## src/rtl/core/unsorted_table_search_insert_delete_top_assert.svh

```systemverilog
// Assertion macros used by the unsorted table datapath.
// Each macro checks a property on the rising edge of clock, quiet while reset is high.
`ifndef UNSORTED_TABLE_SEARCH_INSERT_DELETE_TOP_ASSERT_SVH
`define UNSORTED_TABLE_SEARCH_INSERT_DELETE_TOP_ASSERT_SVH

// Plain property check.
`define UTSID_ASSERT(lbl, prop, msg) \
   lbl: assert property (@(posedge clock) disable iff (reset) (prop)) else $error(msg);

// Overlapping implication check.
`define UTSID_ASSERT_IMPL(lbl, ante, cons, msg) \
   `UTSID_ASSERT(lbl, (ante) |-> (cons), msg)

// Next-cycle implication check.
`define UTSID_ASSERT_NEXT(lbl, ante, cons, msg) \
   `UTSID_ASSERT(lbl, (ante) |=> (cons), msg)

`endif

```

## src/rtl/core/utsid_pkg.sv

```systemverilog
// Types and codes shared by the unsorted table controller, datapath and top level.
// Depends on nothing.
package utsid_pkg;

   // Request operation codes.
   typedef enum logic [1:0] {
      OP_FIND   = 2'd0,
      OP_INSERT = 2'd1,
      OP_DELETE = 2'd2,
      OP_RSVD   = 2'd3
   } op_type;

   // Response status codes.
   typedef enum logic [1:0] {
      ST_OK        = 2'd0,
      ST_NOT_FOUND = 2'd1,
      ST_FULL      = 2'd2,
      ST_BAD_POS   = 2'd3
   } status_type;

   // Controller states.
   typedef enum logic [2:0] {
      S_IDLE,
      S_DECODE,
      S_SCAN,
      S_DEL_SHIFT,
      S_INS_SHIFT,
      S_INS_WRITE
   } state_type;

   // Walk pointer updates.
   typedef enum logic [2:0] {
      PTR_HOLD,
      PTR_ZERO,
      PTR_TOP,
      PTR_AFTER_HIT,
      PTR_INC,
      PTR_DEC
   } ptr_op_type;

   // Table write selection.
   typedef enum logic [1:0] {
      WR_NONE,
      WR_UP,
      WR_DOWN,
      WR_KEY
   } wr_op_type;

   // Fill count updates.
   typedef enum logic [1:0] {
      CNT_HOLD,
      CNT_INC,
      CNT_DEC
   } cnt_op_type;

   // Source of the reported index.
   typedef enum logic [1:0] {
      IDX_ZERO,
      IDX_RDQ,
      IDX_SAVED
   } idx_sel_type;

   // Commands from the controller to the datapath.
   typedef struct packed {
      logic        capture;
      ptr_op_type  ptr_op;
      logic        rd;
      wr_op_type   wr_op;
      cnt_op_type  cnt_op;
      logic        save_idx;
      logic        respond;
      status_type  rsp_status;
      idx_sel_type idx_sel;
   } cmd_type;

   // Status from the datapath to the controller.
   typedef struct packed {
      op_type func;
      logic   empty;
      logic   full;
      logic   pos_bad;
      logic   append;
      logic   rd_vld;
      logic   hit;
      logic   last_up;
      logic   last_ins;
   } flags_type;

endpackage

```

## src/rtl/core/utsid_dpath.sv

```systemverilog
// Datapath of the unsorted table: entry memory, fill count, walk pointer and response registers.
// Depends on utsid_pkg and the assertion macro header.
`include "unsorted_table_search_insert_delete_top_assert.svh"

module utsid_dpath #(
   parameter int DEPTH = 16
) (
   input  logic                  clock,
   input  logic                  reset,
   input  utsid_pkg::cmd_type    cmd,
   output utsid_pkg::flags_type  flags,
   input  logic [1:0]            req_func,
   input  logic signed [31:0]    req_key,
   input  logic [4:0]            req_position,
   output logic                  rsp_strobe,
   output logic [1:0]            rsp_status,
   output logic [3:0]            rsp_found_index,
   output logic [4:0]            rsp_length_after
);
   import utsid_pkg::*;

   localparam int IDX_W = $clog2(DEPTH);
   localparam int CNT_W = $clog2(DEPTH + 1);
   localparam int CMP_W = ((CNT_W > 5) ? CNT_W : 5) + 1;

   // Captured request.
   op_type             func_ff;
   logic signed [31:0] key_ff;
   logic [4:0]         pos_ff;

   // Table state and walk state.
   logic signed [31:0] entries_ff [DEPTH];
   logic [CNT_W-1:0]   count_ff, count_in;
   logic [CNT_W-1:0]   ptr_ff, ptr_in;
   logic [IDX_W-1:0]   rdq_ff;
   logic               rd_vld_ff;
   logic signed [31:0] rd_data_ff;
   logic [IDX_W-1:0]   idx_ff;

   // Response registers.
   logic               rsp_valid_ff;
   status_type         rsp_status_ff;
   logic [IDX_W-1:0]   rsp_idx_ff, rsp_idx_in;
   logic [CNT_W-1:0]   rsp_len_ff;

   logic               rd_en;
   logic [IDX_W-1:0]   rd_addr;
   logic               wr_en;
   logic [IDX_W-1:0]   wr_addr;
   logic signed [31:0] wr_data;
   logic [IDX_W-1:0]   pos_idx;
   logic [CNT_W-1:0]   rdq_next;
   logic [CMP_W-1:0]   pos_cmp, cnt_cmp;

   // Common index and compare values.
   assign pos_idx  = IDX_W'(pos_ff - 5'd1);
   assign rdq_next = CNT_W'(rdq_ff) + CNT_W'(1);
   assign pos_cmp  = CMP_W'(pos_ff);
   assign cnt_cmp  = CMP_W'(count_ff);

   // Status toward the controller.
   always_comb begin
      flags.func     = func_ff;
      flags.empty    = (count_ff == '0);
      flags.full     = (count_ff == CNT_W'(DEPTH));
      flags.pos_bad  = (pos_ff == 5'd0) || (pos_cmp > cnt_cmp + CMP_W'(1));
      flags.append   = (pos_cmp == cnt_cmp + CMP_W'(1));
      flags.rd_vld   = rd_vld_ff;
      flags.hit      = rd_vld_ff && (rd_data_ff == key_ff);
      flags.last_up  = (rdq_next == count_ff);
      flags.last_ins = (CMP_W'(rdq_ff) == pos_cmp - CMP_W'(1));
   end

   // Reads are only issued for valid entries.
   assign rd_en   = cmd.rd && (ptr_ff < count_ff);
   assign rd_addr = ptr_ff[IDX_W-1:0];

   // Walk pointer update.
   always_comb begin
      case (cmd.ptr_op)
         PTR_ZERO:      ptr_in = '0;
         PTR_TOP:       ptr_in = count_ff - CNT_W'(1);
         PTR_AFTER_HIT: ptr_in = rdq_next;
         PTR_INC:       ptr_in = ptr_ff + CNT_W'(1);
         PTR_DEC:       ptr_in = ptr_ff - CNT_W'(1);
         default:       ptr_in = ptr_ff;
      endcase
   end

   // Write port selection: shift moves or the new key.
   always_comb begin
      wr_en   = 1'b1;
      wr_addr = rdq_ff;
      wr_data = rd_data_ff;
      case (cmd.wr_op)
         WR_UP:   wr_addr = rdq_ff + IDX_W'(1);
         WR_DOWN: wr_addr = rdq_ff - IDX_W'(1);
         WR_KEY: begin
            wr_addr = pos_idx;
            wr_data = key_ff;
         end
         default: wr_en = 1'b0;
      endcase
   end

   // Fill count update.
   always_comb begin
      case (cmd.cnt_op)
         CNT_INC: count_in = count_ff + CNT_W'(1);
         CNT_DEC: count_in = count_ff - CNT_W'(1);
         default: count_in = count_ff;
      endcase
   end

   // Reported index selection.
   always_comb begin
      case (cmd.idx_sel)
         IDX_RDQ:   rsp_idx_in = rdq_ff;
         IDX_SAVED: rsp_idx_in = idx_ff;
         default:   rsp_idx_in = '0;
      endcase
   end

   // Entry memory with one write and one registered read per cycle.
   always_ff @(posedge clock) begin
      if (wr_en) begin
         entries_ff[wr_addr] <= wr_data;
      end
      if (rd_en) begin
         rd_data_ff <= entries_ff[rd_addr];
      end
   end

   // Payload registers.
   always_ff @(posedge clock) begin
      if (cmd.capture) begin
         func_ff <= op_type'(req_func);
         key_ff  <= req_key;
         pos_ff  <= req_position;
      end
      if (rd_en) begin
         rdq_ff <= rd_addr;
      end
      if (cmd.save_idx) begin
         idx_ff <= rdq_ff;
      end
      if (cmd.respond) begin
         rsp_status_ff <= cmd.rsp_status;
         rsp_idx_ff    <= rsp_idx_in;
         rsp_len_ff    <= count_in;
      end
      ptr_ff <= ptr_in;
   end

   // Control registers.
   always_ff @(posedge clock) begin
      if (reset) begin
         count_ff     <= '0;
         rd_vld_ff    <= 1'b0;
         rsp_valid_ff <= 1'b0;
      end else begin
         count_ff     <= count_in;
         rd_vld_ff    <= rd_en;
         rsp_valid_ff <= cmd.respond;
      end
   end

   assign rsp_strobe       = rsp_valid_ff;
   assign rsp_status       = rsp_status_ff;
   assign rsp_found_index  = 4'(rsp_idx_ff);
   assign rsp_length_after = 5'(rsp_len_ff);

   // The fill count never passes the table size.
   `UTSID_ASSERT(a_count_bound, count_ff <= CNT_W'(DEPTH), "fill count above table size")
   // Read data in flight always comes from a valid entry.
   `UTSID_ASSERT_IMPL(a_read_valid, rd_vld_ff, CNT_W'(rdq_ff) < count_ff, "read past fill count")
   // Each request yields a single one-cycle response.
   `UTSID_ASSERT_NEXT(a_one_strobe, rsp_valid_ff, !rsp_valid_ff, "response strobe repeated")

endmodule

```

## src/rtl/core/utsid_ctrl.sv

```systemverilog
// Controller state machine of the unsorted table: sequences scans, shifts and responses.
// Depends on utsid_pkg.
module utsid_ctrl (
   input  logic                  clock,
   input  logic                  reset,
   input  logic                  start,
   input  utsid_pkg::flags_type  flags,
   output utsid_pkg::cmd_type    cmd,
   output logic                  busy
);
   import utsid_pkg::*;

   state_type state_ff, state_in;

   // Next state.
   always_comb begin
      state_in = state_ff;
      case (state_ff)
         S_IDLE: begin
            if (start) begin
               state_in = S_DECODE;
            end
         end
         S_DECODE: begin
            case (flags.func)
               OP_FIND, OP_DELETE: state_in = flags.empty ? S_IDLE : S_SCAN;
               OP_INSERT: begin
                  if (flags.full || flags.pos_bad) begin
                     state_in = S_IDLE;
                  end else if (flags.append) begin
                     state_in = S_INS_WRITE;
                  end else begin
                     state_in = S_INS_SHIFT;
                  end
               end
               default: state_in = S_IDLE;
            endcase
         end
         S_SCAN: begin
            if (flags.hit) begin
               if (flags.func == OP_DELETE && !flags.last_up) begin
                  state_in = S_DEL_SHIFT;
               end else begin
                  state_in = S_IDLE;
               end
            end else if (flags.rd_vld && flags.last_up) begin
               state_in = S_IDLE;
            end
         end
         S_DEL_SHIFT: begin
            if (flags.rd_vld && flags.last_up) begin
               state_in = S_IDLE;
            end
         end
         S_INS_SHIFT: begin
            if (flags.rd_vld && flags.last_ins) begin
               state_in = S_INS_WRITE;
            end
         end
         S_INS_WRITE: state_in = S_IDLE;
         default:     state_in = S_IDLE;
      endcase
   end

   // Datapath commands.
   always_comb begin
      cmd            = '0;
      cmd.ptr_op     = PTR_HOLD;
      cmd.wr_op      = WR_NONE;
      cmd.cnt_op     = CNT_HOLD;
      cmd.rsp_status = ST_OK;
      cmd.idx_sel    = IDX_ZERO;
      case (state_ff)
         S_IDLE: cmd.capture = start;
         S_DECODE: begin
            case (flags.func)
               OP_FIND, OP_DELETE: begin
                  if (flags.empty) begin
                     cmd.respond    = 1'b1;
                     cmd.rsp_status = ST_NOT_FOUND;
                  end else begin
                     cmd.ptr_op = PTR_ZERO;
                  end
               end
               OP_INSERT: begin
                  if (flags.full) begin
                     cmd.respond    = 1'b1;
                     cmd.rsp_status = ST_FULL;
                  end else if (flags.pos_bad) begin
                     cmd.respond    = 1'b1;
                     cmd.rsp_status = ST_BAD_POS;
                  end else if (!flags.append) begin
                     cmd.ptr_op = PTR_TOP;
                  end
               end
               default: cmd.respond = 1'b1;
            endcase
         end
         S_SCAN: begin
            cmd.ptr_op = PTR_INC;
            if (flags.hit) begin
               if (flags.func == OP_DELETE && !flags.last_up) begin
                  cmd.save_idx = 1'b1;
                  cmd.ptr_op   = PTR_AFTER_HIT;
               end else begin
                  cmd.respond = 1'b1;
                  cmd.idx_sel = IDX_RDQ;
                  if (flags.func == OP_DELETE) begin
                     cmd.cnt_op = CNT_DEC;
                  end
               end
            end else if (flags.rd_vld && flags.last_up) begin
               cmd.respond    = 1'b1;
               cmd.rsp_status = ST_NOT_FOUND;
            end else begin
               cmd.rd = 1'b1;
            end
         end
         S_DEL_SHIFT: begin
            cmd.ptr_op = PTR_INC;
            cmd.rd     = 1'b1;
            if (flags.rd_vld) begin
               cmd.wr_op = WR_DOWN;
               if (flags.last_up) begin
                  cmd.rd      = 1'b0;
                  cmd.cnt_op  = CNT_DEC;
                  cmd.respond = 1'b1;
                  cmd.idx_sel = IDX_SAVED;
               end
            end
         end
         S_INS_SHIFT: begin
            cmd.ptr_op = PTR_DEC;
            cmd.rd     = 1'b1;
            if (flags.rd_vld) begin
               cmd.wr_op = WR_UP;
               if (flags.last_ins) begin
                  cmd.rd = 1'b0;
               end
            end
         end
         S_INS_WRITE: begin
            cmd.wr_op   = WR_KEY;
            cmd.cnt_op  = CNT_INC;
            cmd.respond = 1'b1;
         end
         default: cmd.capture = 1'b0;
      endcase
   end

   // State register.
   always_ff @(posedge clock) begin
      if (reset) begin
         state_ff <= S_IDLE;
      end else begin
         state_ff <= state_in;
      end
   end

   assign busy = (state_ff != S_IDLE);

endmodule

```

## src/rtl/core/unsorted_table_search_insert_delete_top.sv

```systemverilog
// Top level of the unsorted table with find, insert and delete commands.
// Depends on utsid_pkg, utsid_ctrl and utsid_dpath.
//
//   Channel   Ports                                         Handshake
//   request   req_func, req_key, req_position               start while busy is low
//   response  rsp_status, rsp_found_index, rsp_length_after rsp_strobe, one cycle
//
// One request at a time; one read and one write port with a registered read move one
// entry per cycle. A find or delete on an empty table, an insert into a full table or at a
// bad position, and the reserved code are answered straight from the decode state. The
// slowest case is a delete near the front of a full table; a new request is taken in the
// strobe cycle. Reset clears the fill count synchronously. Responses cannot be stalled.
module unsorted_table_search_insert_delete_top #(
   parameter int DEPTH = 16
) (
   input  logic               clock,
   input  logic               reset,
   input  logic               start,
   output logic               busy,
   input  logic [1:0]         req_func,
   input  logic signed [31:0] req_key,
   input  logic [4:0]         req_position,
   output logic               rsp_strobe,
   output logic [1:0]         rsp_status,
   output logic [3:0]         rsp_found_index,
   output logic [4:0]         rsp_length_after
);
   import utsid_pkg::*;

   cmd_type   cmd;
   flags_type flags;

   // Sequencer.
   utsid_ctrl u_ctrl (
      .clock (clock),
      .reset (reset),
      .start (start),
      .flags (flags),
      .cmd   (cmd),
      .busy  (busy)
   );

   // Table storage and response path.
   utsid_dpath #(
      .DEPTH (DEPTH)
   ) u_dpath (
      .clock            (clock),
      .reset            (reset),
      .cmd              (cmd),
      .flags            (flags),
      .req_func         (req_func),
      .req_key          (req_key),
      .req_position     (req_position),
      .rsp_strobe       (rsp_strobe),
      .rsp_status       (rsp_status),
      .rsp_found_index  (rsp_found_index),
      .rsp_length_after (rsp_length_after)
   );

endmodule

```

## config.mk

```make
export PLATFORM = sky130hd
export DESIGN_NAME = unsorted_table_search_insert_delete_top
export DESIGN_NICKNAME = d
export VERILOG_FILES = /design/src/rtl/core/utsid_pkg.sv /design/src/rtl/core/utsid_dpath.sv /design/src/rtl/core/utsid_ctrl.sv /design/src/rtl/core/unsorted_table_search_insert_delete_top.sv
export VERILOG_INCLUDE_DIRS = /design/src /design/src/rtl/core
export SDC_FILE = /design/constraint.sdc
export NUM_CORES = 1
export LEC_CHECK = 0
export BUFFER_PORTS_ARGS = -buffer_cell sky130_fd_sc_hd__buf_2
export CAP_MARGIN = 20
export CORE_MARGIN = 10
export CORE_UTILIZATION = 32
export CTS_CLUSTER_SIZE = 12
export DETAILED_ROUTE_END_ITERATION = 7
export GPL_TIMING_DRIVEN = 0
export PLACE_DENSITY = 0.51
export SYNTH_ARGS = -nofsm -noshare
export SYNTH_HDL_FRONTEND = slang
export SYNTH_SLANG_ARGS = --single-unit
export TNS_END_PERCENT = 20
```

## constraint.sdc

```tcl
create_clock -name clock -period 11.45 [get_ports clock]
set_clock_uncertainty 0.2 [all_clocks]
set_input_delay 0.5725 -clock clock [delete_from_list [all_inputs] [get_ports clock]]
set_output_delay 0.5725 -clock clock [all_outputs]
set_load 0.05 [all_outputs]
```

# == Word-level counts from Yosys, hierarchy flattened ==
# Memory sizes are Yosys's and may differ from the RTL's. A register that Yosys moved wholly into a read port is not among the register bits.
# Index checks and enable logic that the tools add are counted.
# Widths: inputs -> output; s select.
# op_classes
n_addsub,10
n_mul,0
bitwise_logic,0
div_mod_pow,0
mux,59
eq_ne,26
magnitude_cmp,2
n_reduce_logical,17
shift,0
# op_table
op,n
$mux 3,14
$eq 32x32->1,1
$mux 32,1
$pmux 5 s5,1
$mux 1,18
$mux 2,9
$pmux 3 s5,1
$eq 3x2->1 const B,4
$eq 3x3->1 const B,4
$pmux 2 s2,3
$pmux 2 s3,2
$pmux 3 s2,2
$pmux 3 s4,1
$pmux 4 s3,1
$add 5x1->5 const B,2
$eq 2x2->1 const B,5
$logic_not 5->1,2
$pmux 5 s2,1
$sub 5x1->5 const B,2
$eq 2x1->1 const B,4
$pmux 4 s2,1
$sub 4x1->4 const B,2
$add 5x1->6 const B,1
$eq 3x1->1 const B,2
other kinds (25),30
# totals
ram_bits,512
regBits,73
mem_bits_ro,0
latch_bits,0
mem_count,1
elab_cells,128
inputBits,42
output_inout_bits,13
# memory_table
name,depth,width,rd,rd_ports_with_merged_regs,wr,line_no,text
u_dpath.entries_ff,16,32,1,1,1,utsid_dpath.sv:32,logic signed [31:0] entries_ff [DEPTH];

# == Longest topological paths before layout ==
# Gate-level depths: netlist of the first run.
# depth
ltp_word,10
ltp_mapped,13
depth_no_buf,12

# == Modules after synthesis ==
# Synthesis of the first run repeated with hierarchy kept, for this count alone.
# unflattened
cells_unflattened,1223
area_unflattened_um2,25161.6
# modules_own_cells
module,instances,seq_area_each_um2,cells_per_inst,area_each_um2
utsid_dpath,1,18367.6,1158,24712.5
utsid_ctrl,1,60.1,65,449.2

# == Worst setup path before layout of the first run ==
# No wires, ideal clock.
# synth_timing
kind,reg-to-reg
startpoint,register u_dpath.rdq_ff[1]
endpoint,"register u_dpath.rd_data_ff[0], read port of u_dpath.entries_ff, enable pin"
synth_period_minus_slack_ns,8.167
n_path_buf,0
stages_incl_launch_ff,8
setup_ns,0.623
arrival_ns,7.344
path_slack_ns,3.283
required_time_ns,10.627
path_cell_list,edfxtp_1 ha_1 xnor2_1 a221oi_2 o2111ai_2 o21ba_2 o21ai_0 a2111oi_0
# synth_between
elab_chain_len,7
elab_cells_between_ends,12
classes_between,1 x add/sub; 2 x eq/ne; 7 x mux; 2 x reduce/logical
# synth_lines
element,line_no,text
start: declaration,utsid_dpath.sv:35,logic [IDX_W-1:0] rdq_ff;
start signal: assignment,utsid_dpath.sv:142,rdq_ff <= rd_addr;
$add 4x1->5,utsid_dpath.sv:57,assign rdq_next = CNT_W'(rdq_ff) + CNT_W'(1);
$eq 5x5->1,utsid_dpath.sv:70,flags.last_up = (rdq_next == count_ff);
$logic_and 1x1->1,utsid_ctrl.sv:112,end else if (flags.rd_vld && flags.last_up) begin
$mux 1,utsid_ctrl.sv:112,
$mux 1,utsid_ctrl.sv:101,if (flags.hit) begin
$pmux 1 s3 *,utsid_ctrl.sv:73,case (state_ff)
$logic_and 1x1->1 *,utsid_dpath.sv:75,assign rd_en = cmd.rd && (ptr_ff < count_ff);
net u_dpath.rd_en,utsid_dpath.sv:46,logic rd_en;
end: declaration,utsid_dpath.sv:37,logic signed [31:0] rd_data_ff;
# Mark *: on every way through the listed nets, which the timed path passes. The rest lies on a longest branch.
# A chain may end at the register's enable or synchronous reset.

# == Worst setup path in the final report of the first run ==
# layout_timing
startpoint,register u_ctrl.state_ff[1]
endpoint,"memory u_dpath.entries_ff[14][16], enable pin"
# layout_between
elab_chain_len,7
elab_cells_between_ends,12
classes_between,6 x eq/ne; 5 x mux; 1 x reduce/logical
# layout_lines
element,line_no,text
start: declaration,utsid_ctrl.sv:13,"state_type state_ff, state_in;"
start signal: assignment,utsid_ctrl.sv:156,state_ff <= state_in;
$eq 3x3->1 or $eq 3x2->1 (tied branches),utsid_ctrl.sv:73,
$pmux 2 s3 *,utsid_ctrl.sv:73,
$eq 2x1->1 or $eq 2x2->1 (tied branches),utsid_dpath.sv:95,case (cmd.wr_op)
$reduce_or 3->1 (no source line),-,
$mux 1,utsid_dpath.sv:95,
$mux 1,utsid_dpath.sv:126,if (wr_en) begin
$mux 1 (implied by the code),utsid_dpath.sv:127,entries_ff[wr_addr] <= wr_data;
end: declaration,utsid_dpath.sv:32,
# Mark *: on every way between the ends. The rest lies on a longest branch, timed or not.

==> impl_metrics.py, run 1 <==
metrics = {
    "status": {
        "outcome": "completed",
    },
    "floorplan": {
        "io_pins": 55,
        "core_um2": 77200,
        "die-area_um2": 89100,
        "rows": 102,
        "die_y_um": 298,
        "start_util_pct": 32.1,
        "die_w_um": 298,
    },
    "critical_path": {
        "worstPathMaxFanout": 17,
        "crit_path_start": "u_ctrl.state_ff[1]",
        "r2r_setup_slack_ns": 6.21,
        "r2r-end": "u_dpath.entries_ff[14][16]",
        "cp-start-kind": "register",
        "path_delay_family": "buffers and inverters",
        "cpPeakStageDelay_ns": 0.78,
        "r2r_cells": 13,
        "critical-path-slowest-cell": "nor2_4",
        "cp_num_buf_inv": 4,
        "crit_required_ns": 11.55,
        "path_class": "reg2reg",
        "rr_startpoint": "u_ctrl.state_ff[1]",
        "endpoint_kind": "register",
        "worstPathArrival_ns": 5.33,
        "crit_chain": "clkbuf_1, nand3b_1, buf_2, buf_1, nor2_1, a21oi_1, ha_1, nand2_1, o31ai_1, a22oi_1, nand3_1, nor2_4, buf_12",
    },
    "worst_hold_path": {
        "worstHoldEndpoint": "u_dpath.count_ff[3]",
        "min_delay_path_depth": 2,
        "hold_class": "in2reg",
        "min_from": "reset",
    },
    "global_routing": {
        "grt_pass1_wl_mm": 92.9,
        "antenna_found_initial": 0,
        "grt_usage_pct": 14.3,
        "grt_overflow": 0,
        "grt_max_degree": 21,
        "grt_pass1_vias": 13200,
    },
    "clock_tree": {
        "clockBufferDepth": 3,
        "h-tree-depth": 3,
        "cts_tree": "done",
        "clkTransAtPathRegs_ns": 0.05,
        "clk_latency_ns": 0.61,
        "cts_hold_buf": 39,
        "cts.sinks": 617,
        "cts_resized": 0,
        "cts_buffers": 69,
        "cts_setup_buffers": 0,
        "cts_root_buf": "clkbuf_16",
    },
    "timing": {
        "slew_headroom_pct": 27.7,
        "hold_violations": 0,
        "slew_violations": 0,
        "timing_worst_slew_pin_value_ns": 1.09,
        "fin_crit_sh_pct": 45.7,
        "min_period_ns": 5.24,
        "setup_viol": 0,
        "max_freq_mhz": 191,
        "fin_tns_setup_ns": 0,
        "rsz0062_at_grt": "false",
    },
    "placement": {
        "hpwl_mm": 41.5,
        "gp_congestion": 0.811,
        "io_buffers": 54,
        "place_inst": 2315,
    },
    "layout": {
        "final_util_pct": 38.5,
        "seq_area_um2": 18400,
        "nNetsFinal": 1452,
        "fillers": 6967,
        "layout_common_cells": "edfxtp_1 (607), mux4_2 (160), buf_2 (72)",
        "syn2layout_area_growth_pct": 19.9,
        "multi_input_area_um2": 6210,
        "final_common_cell": "edfxtp_1",
        "drive_gt1_share_pct": 28.8,
        "diodes": 0,
        "fin_cells": 2476,
    },
    "logic_synthesis": {
        "ys_async_sr_fraction_pct": 0,
        "synth_ff_type": "edfxtp_1",
        "synth-edff-count": 607,
        "yosysTopAreaCell": "edfxtp_1",
        "avgSynthCellArea_um2": 20.9,
        "synth_cell_types": 63,
        "syn_area_um2": 24800,
        "ys_seq_area_share_pct": 74.3,
        "ys_ff_latch": 617,
        "syn_inst": 1185,
        "netlist_top_cells_area": "edfxtp_1 (73%), mux4_2 (15%), mux2_2 (1.5%)",
        "yosys_warnings": 0,
        "synth_top_area_share_pct": 73.5,
        "syn_nets": 1250,
    },
    "drt": {
        "routedWlPerCell_um": 25.8,
        "via_per_inst": 5.05,
        "antenna_left": 0,
        "first_pass_iters": 5,
        "vias": 12500,
        "routed_wl_mm": 63.9,
        "dr.first_iter.drc_count": 1049,
        "drc": 0,
    },
    "power_and_ir_drop": {
        "vdd_drop_max_mv": 0.0852,
        "cellPowerDensity_nw_per_um2": 158,
        "power_w": 0.00471,
        "leakagePower_nw": 9.44,
    },
    "run": {
        "drv_cap": 0,
    },
}
==> layout make-up <==
type	instances	area share (%)
Sequential cell	617	62.0
Multi-Input combinational cell	493	20.9
Clock buffer	89	6.20
Timing Repair Buffer	131	4.63
Tap cell	1040	4.38
Clock inverter	31	0.934
Buffer	52	0.724
Inverter	23	0.290
==> report_power, final <==
group / switching, W / leakage [nW] / internal, W
Clock: 0.000887 / 1.03 / 0.00121
Combinational: 0.0000741 / 2.85 / 0.0000561
Sequential: 0.0000140 / 5.56 / 0.00247
Total: 0.000975 / 9.44 / 0.00373
==> sequential cells by signal, summed over array words and instances (netlist names), 3 cells and up <==
signal,count
u_dpath.idx_ff,4
u_dpath.key_ff,32
u_dpath.rd_data_ff,32
u_dpath.rsp_length_after,5
u_dpath.rsp_found_index,4
u_dpath.entries_ff,512
u_dpath.pos_ff,5
u_dpath.count_ff,5
u_dpath.ptr_ff,5
u_ctrl.state_ff,3
u_dpath.rdq_ff,4
==> cells by family (layout without fill, tap and decap cells) <==
kind of cell / after synthesis / count (layout) / share of synthesized area [%]
buffers and inverters: 75 / 326 / 1.22
adder cells (fa/ha/maj): 23 / 23 / 1.19
AO/OA/AOI/OAI: 75 / 75 / 2.16
multiplexers: 196 / 196 / 16.1
AND/OR/NAND/NOR: 150 / 150 / 3.22
flip-flops: 617 / 617 / 74.3
XOR/XNOR: 49 / 49 / 1.79
==> synth_stat cells (3+ instances only) <==
library cell	n
a211o_1	3
a21o_1	6
a21oi_1	15
a221o_1	3
a22oi_1	6
and2_1	9
and3_1	5
buf_1	5
buf_2	16
clkbuf_1	31
dfxtp_1	10
edfxtp_1	607
ha_1	22
inv_1	22
mux2_2	32
mux2i_1	4
mux4_2	160
nand2_1	25
nand2b_1	8
nand3_1	9
nand3b_1	5
nand4_1	10
nor2_1	42
nor2b_1	10
nor3_1	10
o21ai_0	14
or3_1	4
xnor2_1	40
xor2_1	8
==> worst max path at each step <==
stage / slack (ns) / cells past startpoint / endpoint
floorplan: 3.28 / 7 / u_dpath.rd_data_ff[0]
global placement: -4.79 / 7 / u_dpath.rd_data_ff[18]
detailed placement: 6.22 / 12 / u_dpath.entries_ff[14][11]
CTS: 6.21 / 12 / u_dpath.entries_ff[14][16]
global route: 5.96 / 13 / u_dpath.entries_ff[14][16]
finish: 6.21 / 13 / u_dpath.entries_ff[14][16]
==> routing by layer <==
layer | part of all wire (%) | track usage, % | vias to the layer above
li1 | - | - | 5323
met1 | 45 | 19.8 | 6741
met2 | 47 | 22.8 | 348
met3 | 5.6 | 2.75 | 92
met4 | 2.1 | 3.75 | 0
met5 | 0 | 0 | -
==> per-stage QoR <==
| stage | setup WS, ns | hold WS [ns] | instance area [um2] |
|---|---|---|---|
| finish | 6.21 | 0.0631 | 29700 |
| CTS | 6.21 | 0.00939 | 29700 |
| global placement | -4.79 | 0.228 | 26400 |
| floorplan | 3.28 | 0.221 | 24800 |
| detailed placement | 6.22 | 0.231 | 27200 |
| global route | 5.96 | 0.0481 | 29700 |
No activity file was read; power rests on OpenSTA's default activity.
==> run 2, diff against run 1 <==
--- a/config.mk
+++ b/config.mk
@@ -13,7 +13,7 @@
 export CTS_CLUSTER_SIZE = 12
 export DETAILED_ROUTE_END_ITERATION = 7
 export GPL_TIMING_DRIVEN = 0
-export PLACE_DENSITY = 0.51
+export PLACE_DENSITY = 0.53
 export SYNTH_ARGS = -nofsm -noshare
 export SYNTH_HDL_FRONTEND = slang
 export SYNTH_SLANG_ARGS = --single-unit
==> constraint.sdc (replaced) <==
create_clock -name clock -period 4.75 [get_ports clock]
set_clock_uncertainty 0.2 [all_clocks]
set_input_delay 0.2375 -clock clock [delete_from_list [all_inputs] [get_ports clock]]
set_output_delay 0.2375 -clock clock [all_outputs]
set_load 0.05 [all_outputs]
==> run 2 against run 1 <==
Effect of this change:
- maximum frequency rose by 15%
- final cell count is 0.24% lower
- sequential power increased by 140%
- via count shrank 0.54%
- cell area fell by 0.17%
- non-clock buffer count rose by 1
- critical path type unchanged
- critical endpoint is now u_dpath.entries_ff[0][14]
- largest power group unchanged
==> impl_metrics.py, run 2 (synthesis results as in run 1) <==
metrics = {
    "status": {
        "outcome": "completed",
    },
    "drt": {
        "dr.first_iter.drc_count": 1449,
        "first_pass_iters": 4,
        "via_per_inst": 5.04,
        "antenna_left": 0,
        "drc": 0,
        "routed_wl_mm": 63.1,
        "routedWlPerCell_um": 25.5,
        "vias": 12400,
    },
    "layout": {
        "largest_reg_flops": 512,
        "layout_common_cells": "edfxtp_1 (607), mux4_2 (160), buf_2 (69), clkbuf_16 (69), clkbuf_1 (49)",
        "design_area_um2": 29700,
        "fillers": 6955,
        "diodes": 0,
        "drive_gt1_share_pct": 28.7,
        "final_common_cell": "edfxtp_1",
        "top_register": "u_dpath.entries_ff",
        "nNetsFinal": 1451,
        "syn2layout_area_growth_pct": 19.7,
        "seq_area_um2": 18400,
        "final_util_pct": 38.5,
        "multi_input_area_um2": 6220,
        "reg_top3": "u_dpath.entries_ff x512, u_dpath.key_ff x32, u_dpath.rd_data_ff x32",
    },
    "critical_path": {
        "path_class": "reg2reg",
        "crit_required_ns": 4.84,
        "worstPathMaxFanout": 19,
        "cp-start-kind": "register",
        "endpoint_kind": "register",
        "worstPathArrival_ns": 4.63,
    },
    "floorplan": {
        "io_pins": 55,
        "die_w_um": 298,
        "start_util_pct": 32.1,
        "core_um2": 77200,
        "die_y_um": 298,
        "rows": 102,
        "die-area_um2": 89100,
    },
    "global_routing": {
        "grt_overflow": 0,
        "grt_pass1_wl_mm": 91.6,
        "grt_max_degree": 22,
        "antenna_found_initial": 0,
        "grt_pass1_vias": 12900,
        "grt_usage_pct": 14.1,
    },
    "timing": {
        "slew_headroom_pct": 26.7,
        "fin_tns_setup_ns": 0,
        "slew_violations": 0,
        "fin_crit_sh_pct": 95.5,
        "min_period_ns": 4.54,
        "setup_viol": 0,
        "timing_worst_slew_pin_value_ns": 1.10,
        "whs_ns": 0.143,
        "hold_violations": 0,
        "rsz0062_at_grt": "false",
        "max_freq_mhz": 220,
    },
    "placement": {
        "hpwl_mm": 40.8,
        "gp_congestion": 0.801,
        "place_area_um2": 27200,
        "io_buffers": 54,
    },
    "power_and_ir_drop": {
        "leakagePower_nw": 9.40,
        "vdd_drop_max_mv": 0.275,
        "cellPowerDensity_nw_per_um2": 374,
    },
    "clock_tree": {
        "cts.sinks": 617,
        "clk_latency_ns": 0.60,
        "clkTransAtPathRegs_ns": 0.06,
        "cts_tree": "done",
        "cts_buffers": 67,
        "cts_root_buf": "clkbuf_16",
        "h-tree-depth": 3,
        "clockBufferDepth": 3,
    },
    "run": {
        "drv_cap": 0,
    },
    "worst_hold_path": {
        "hold_class": "in2reg",
    },
}
run 2: cell type report:
class,count,area share [%]
Clock inverter,26,0.624
Sequential cell,617,62.1
Tap cell,1040,4.38
Buffer,51,0.721
Clock buffer,87,6.04
Multi-Input combinational cell,493,21.0
Inverter,23,0.291
Timing Repair Buffer,133,4.91
run 2: metal layers:
layer | GRT usage (%) | wire (um) | vias up
met3 | 2.96 | 3850 | 80
li1 | - | - | 5315
met1 | 19.8 | 28300 | 6621
met2 | 22.0 | 29700 | 421
met5 | 0 | 0 | -
met4 | 3.45 | 1300 | 0
run 2: per-stage QoR:
step           power (W)  cells  worst slack (ns)
2_1_floorplan    0.00626   1185            0.0955
3_3_place_gp     0.00638   2279             -3.18
3_5_place_dp     0.00639   2310            -0.465
4_1_cts           0.0112   2465             0.165
5_1_grt           0.0115   2470           0.00946
6_report          0.0111   2470             0.211
run 2: power by group:
part	switching, W	leakage, nW	internal (W)
registers	0.0000330	5.56	0.00595
logic	0.000178	2.88	0.000136
clock network	0.00210	0.959	0.00272
total	0.00231	9.40	0.00881
run 2: worst max-delay path: stages, from the launching register on:
cell      delay (ns)
dfxtp_1         0.35
clkbuf_1        0.36
nand3b_1        0.43
clkbuf_4        0.47
nor2_1          0.17
a21oi_1         0.06
ha_1            0.32
nand2_1         0.05
o31ai_1         0.08
a22oi_1         0.16
nand3b_1        0.44
nor2_4          0.86
buf_16          0.25
run 2: timing repair:
action | 4_1_cts | 5_1_grt
hold buffers | 41 | 0
setup buffers | 2 | 3
pin swaps | 1 | 4
resized for setup | 0 | 1
endpoints found under the hold margin | 59 | 0
setup endpoints to repair | 402 | 93
run 2: path summary, 6_finish.rpt:
check	to	slack [ns]	start	cells past startpoint
max reg2reg	u_dpath.entries_ff[0][14]	0.21	u_ctrl.state_ff[0]	12
min	u_dpath.key_ff[18]	0.14	req_key[18]	2
min reg2reg	u_dpath.idx_ff[3]	0.24	u_dpath.rdq_ff[3]	0
max	u_dpath.entries_ff[0][14]	0.21	u_ctrl.state_ff[0]	12
==> run 3, diff against run 2 <==
--- a/config.mk
+++ b/config.mk
@@ -13,7 +13,7 @@
 export CTS_CLUSTER_SIZE = 12
 export DETAILED_ROUTE_END_ITERATION = 7
 export GPL_TIMING_DRIVEN = 0
-export PLACE_DENSITY = 0.53
+export PLACE_DENSITY = 0.51
 export SYNTH_ARGS = -nofsm -noshare
 export SYNTH_HDL_FRONTEND = slang
 export SYNTH_SLANG_ARGS = --single-unit
==> constraint.sdc (replaced) <==
create_clock -name clock -period 5.07 [get_ports clock]
set_clock_uncertainty 0.2 [all_clocks]
set_input_delay 0.2535 -clock clock [delete_from_list [all_inputs] [get_ports clock]]
set_output_delay 0.2535 -clock clock [all_outputs]
set_load 0.05 [all_outputs]
==> run 3 against run 2 <==
Effect of this change:
- maximum frequency fell by 5.3%
- wire length increased by 1.7%
- clock power is 7.7% lower
- critical endpoint is now u_dpath.entries_ff[0][23]
- die area unchanged
- cell area shrank 0.29%
- global-route usage up 0.31 points
- setup slack gained 0.068 ns
- first-iteration DRC count fell by 13%
- combinational power down 6%
- total power decreased by 6.9%
==> impl_metrics.py, run 3 (synthesis results as in run 1) <==
metrics = {
    "clock_tree": {
        "clkTransAtPathRegs_ns": 0.06,
        "cts.sinks": 617,
        "clockBufferDepth": 3,
        "cts_buffers": 67,
        "clk_latency_ns": 0.60,
        "h-tree-depth": 3,
        "cts_root_buf": "clkbuf_16",
        "cts_tree": "done",
    },
    "floorplan": {
        "rows": 102,
        "core_um2": 77200,
        "die-area_um2": 89100,
        "die_y_um": 298,
        "io_pins": 55,
        "start_util_pct": 32.1,
        "die_w_um": 298,
    },
    "drt": {
        "dr.first_iter.drc_count": 1264,
        "first_pass_iters": 5,
        "routedWlPerCell_um": 26.0,
        "vias": 12600,
        "drc": 0,
        "routed_wl_mm": 64.2,
        "antenna_left": 0,
        "via_per_inst": 5.09,
    },
    "global_routing": {
        "grt_overflow": 0,
        "grt_pass1_wl_mm": 93.4,
        "grt_max_degree": 22,
        "grt_pass1_vias": 13000,
        "grt_usage_pct": 14.4,
        "antenna_found_initial": 1,
    },
    "layout": {
        "layout_common_cells": "edfxtp_1 (607), mux4_2 (160), buf_2 (71)",
        "top_register": "u_dpath.entries_ff",
        "multi_input_area_um2": 6220,
        "final_util_pct": 38.3,
        "final_common_cell": "edfxtp_1",
        "drive_gt1_share_pct": 28.8,
        "seq_area_um2": 18400,
        "fillers": 6987,
        "syn2layout_area_growth_pct": 19.3,
        "reg_top3": "u_dpath.entries_ff x512, u_dpath.key_ff x32, u_dpath.rd_data_ff x32",
        "largest_reg_flops": 512,
        "nNetsFinal": 1449,
        "design_area_um2": 29600,
    },
    "run": {
        "drv_cap": 0,
    },
    "critical_path": {
        "cp_num_buf_inv": 4,
        "endpoint_kind": "register",
        "cpPeakStageDelay_ns": 0.84,
        "cp-start-kind": "register",
        "crit_required_ns": 5.16,
        "worstPathArrival_ns": 4.88,
        "crit_chain": "clkbuf_1, nand3b_1, buf_2, buf_2, a21oi_1, ha_1, nand2_1, o31ai_1, a22oi_1, nand3b_1, nor2_4, buf_16",
        "worstPathMaxFanout": 18,
        "path_class": "reg2reg",
        "path_delay_family": "simple AND/OR/NAND/NOR gates",
        "critical-path-slowest-cell": "nor2_4",
    },
    "timing": {
        "fin_tns_setup_ns": 0,
        "whs_ns": 0.162,
        "min_period_ns": 4.79,
        "rsz0062_at_grt": "false",
        "max_freq_mhz": 209,
        "setup_viol": 0,
        "hold_violations": 0,
        "slew_headroom_pct": 26.6,
        "slew_violations": 0,
        "timing_worst_slew_pin_value_ns": 1.10,
        "fin_crit_sh_pct": 94.5,
    },
    "placement": {
        "place_area_um2": 27200,
        "gp_congestion": 0.799,
        "io_buffers": 54,
        "hpwl_mm": 40.8,
    },
    "power_and_ir_drop": {
        "leakagePower_nw": 9.36,
        "vdd_drop_max_mv": 0.243,
        "cellPowerDensity_nw_per_um2": 350,
    },
    "status": {
        "outcome": "completed",
    },
    "worst_hold_path": {
        "hold_class": "in2reg",
    },
}
[run 3: cell types whose count changed in the layout (fill, tap and decap cells not counted), sizes merged]
| cell | change |
|---|---|
| buf | -1 |
| diode | +1 |
| bufinv | -1 |
| clkbuf | -3 |
| clkinv | +1 |
| clkinvlp | +1 |
[run 3: metrics by stage]
step / worst slack [ns] / power (W) / std cells
after floorplan: 0.415 / 0.00587 / 1185
after global placement: -2.87 / 0.00598 / 2279
after detailed placement: -0.0561 / 0.00599 / 2310
after CTS: 0.267 / 0.0105 / 2464
after global routing: 0.0774 / 0.0107 / 2467
final: 0.280 / 0.0104 / 2468
[run 3: worst reg2reg max path, stage by stage (launching register included)]
cell,delay (ns)
dfxtp_1,0.35
clkbuf_1,0.35
nand3b_1,0.41
buf_2,0.45
buf_2,0.40
a21oi_1,0.14
ha_1,0.33
nand2_1,0.06
o31ai_1,0.08
a22oi_1,0.16
nand3b_1,0.46
nor2_4,0.84
buf_16,0.25
[run 3: final timing paths]
check | startpoint | end | slack, ns | cells past startpoint
max | u_ctrl.state_ff[1] | u_dpath.entries_ff[0][23] | 0.28 | 12
min reg2reg | u_dpath.rdq_ff[3] | u_dpath.idx_ff[3] | 0.25 | 0
max reg2reg | u_ctrl.state_ff[1] | u_dpath.entries_ff[0][23] | 0.28 | 12
min | req_key[13] | u_dpath.key_ff[13] | 0.16 | 2
[run 3: final cells by class]
| type | count | share of cell area, % |
|---|---|---|
| multi-input cells | 493 | 21.0 |
| well taps | 1040 | 4.40 |
| clock inverters | 27 | 0.558 |
| clock buffers | 85 | 6.04 |
| plain buffers | 52 | 0.731 |
| diodes | 1 | 0.00845 |
| inverters | 23 | 0.292 |
| flip-flops and latches | 617 | 62.3 |
| repair buffers | 130 | 4.70 |
[run 3: power by group]
group	leakage, nW	switching (W)	internal (W)	total, W
clock	0.948	0.00196	0.00250	0.00445
sequential	5.56	0.0000313	0.00557	0.00560
combinational	2.84	0.000167	0.000128	0.000296
[run 3: routing by layer]
metal | vias up | share of wire, % | track usage [%]
li1 | 5325 | - | -
met1 | 6738 | 44 | 20.0
met2 | 414 | 47 | 22.8
met3 | 80 | 6.7 | 3.04
met4 | 0 | 1.9 | 3.51
met5 | - | 0 | 0
[run 3: repair_timing]
| action | 4_1_cts | 5_1_grt |
|---|---|---|
| hold buffers | 41 | 0 |
| gates resized for setup | 1 | 0 |
| setup endpoints to repair | 66 | 35 |
| endpoints found under the hold margin | 49 | 0 |
| pin swaps | 2 | 2 |
| setup buffers | 1 | 2 |
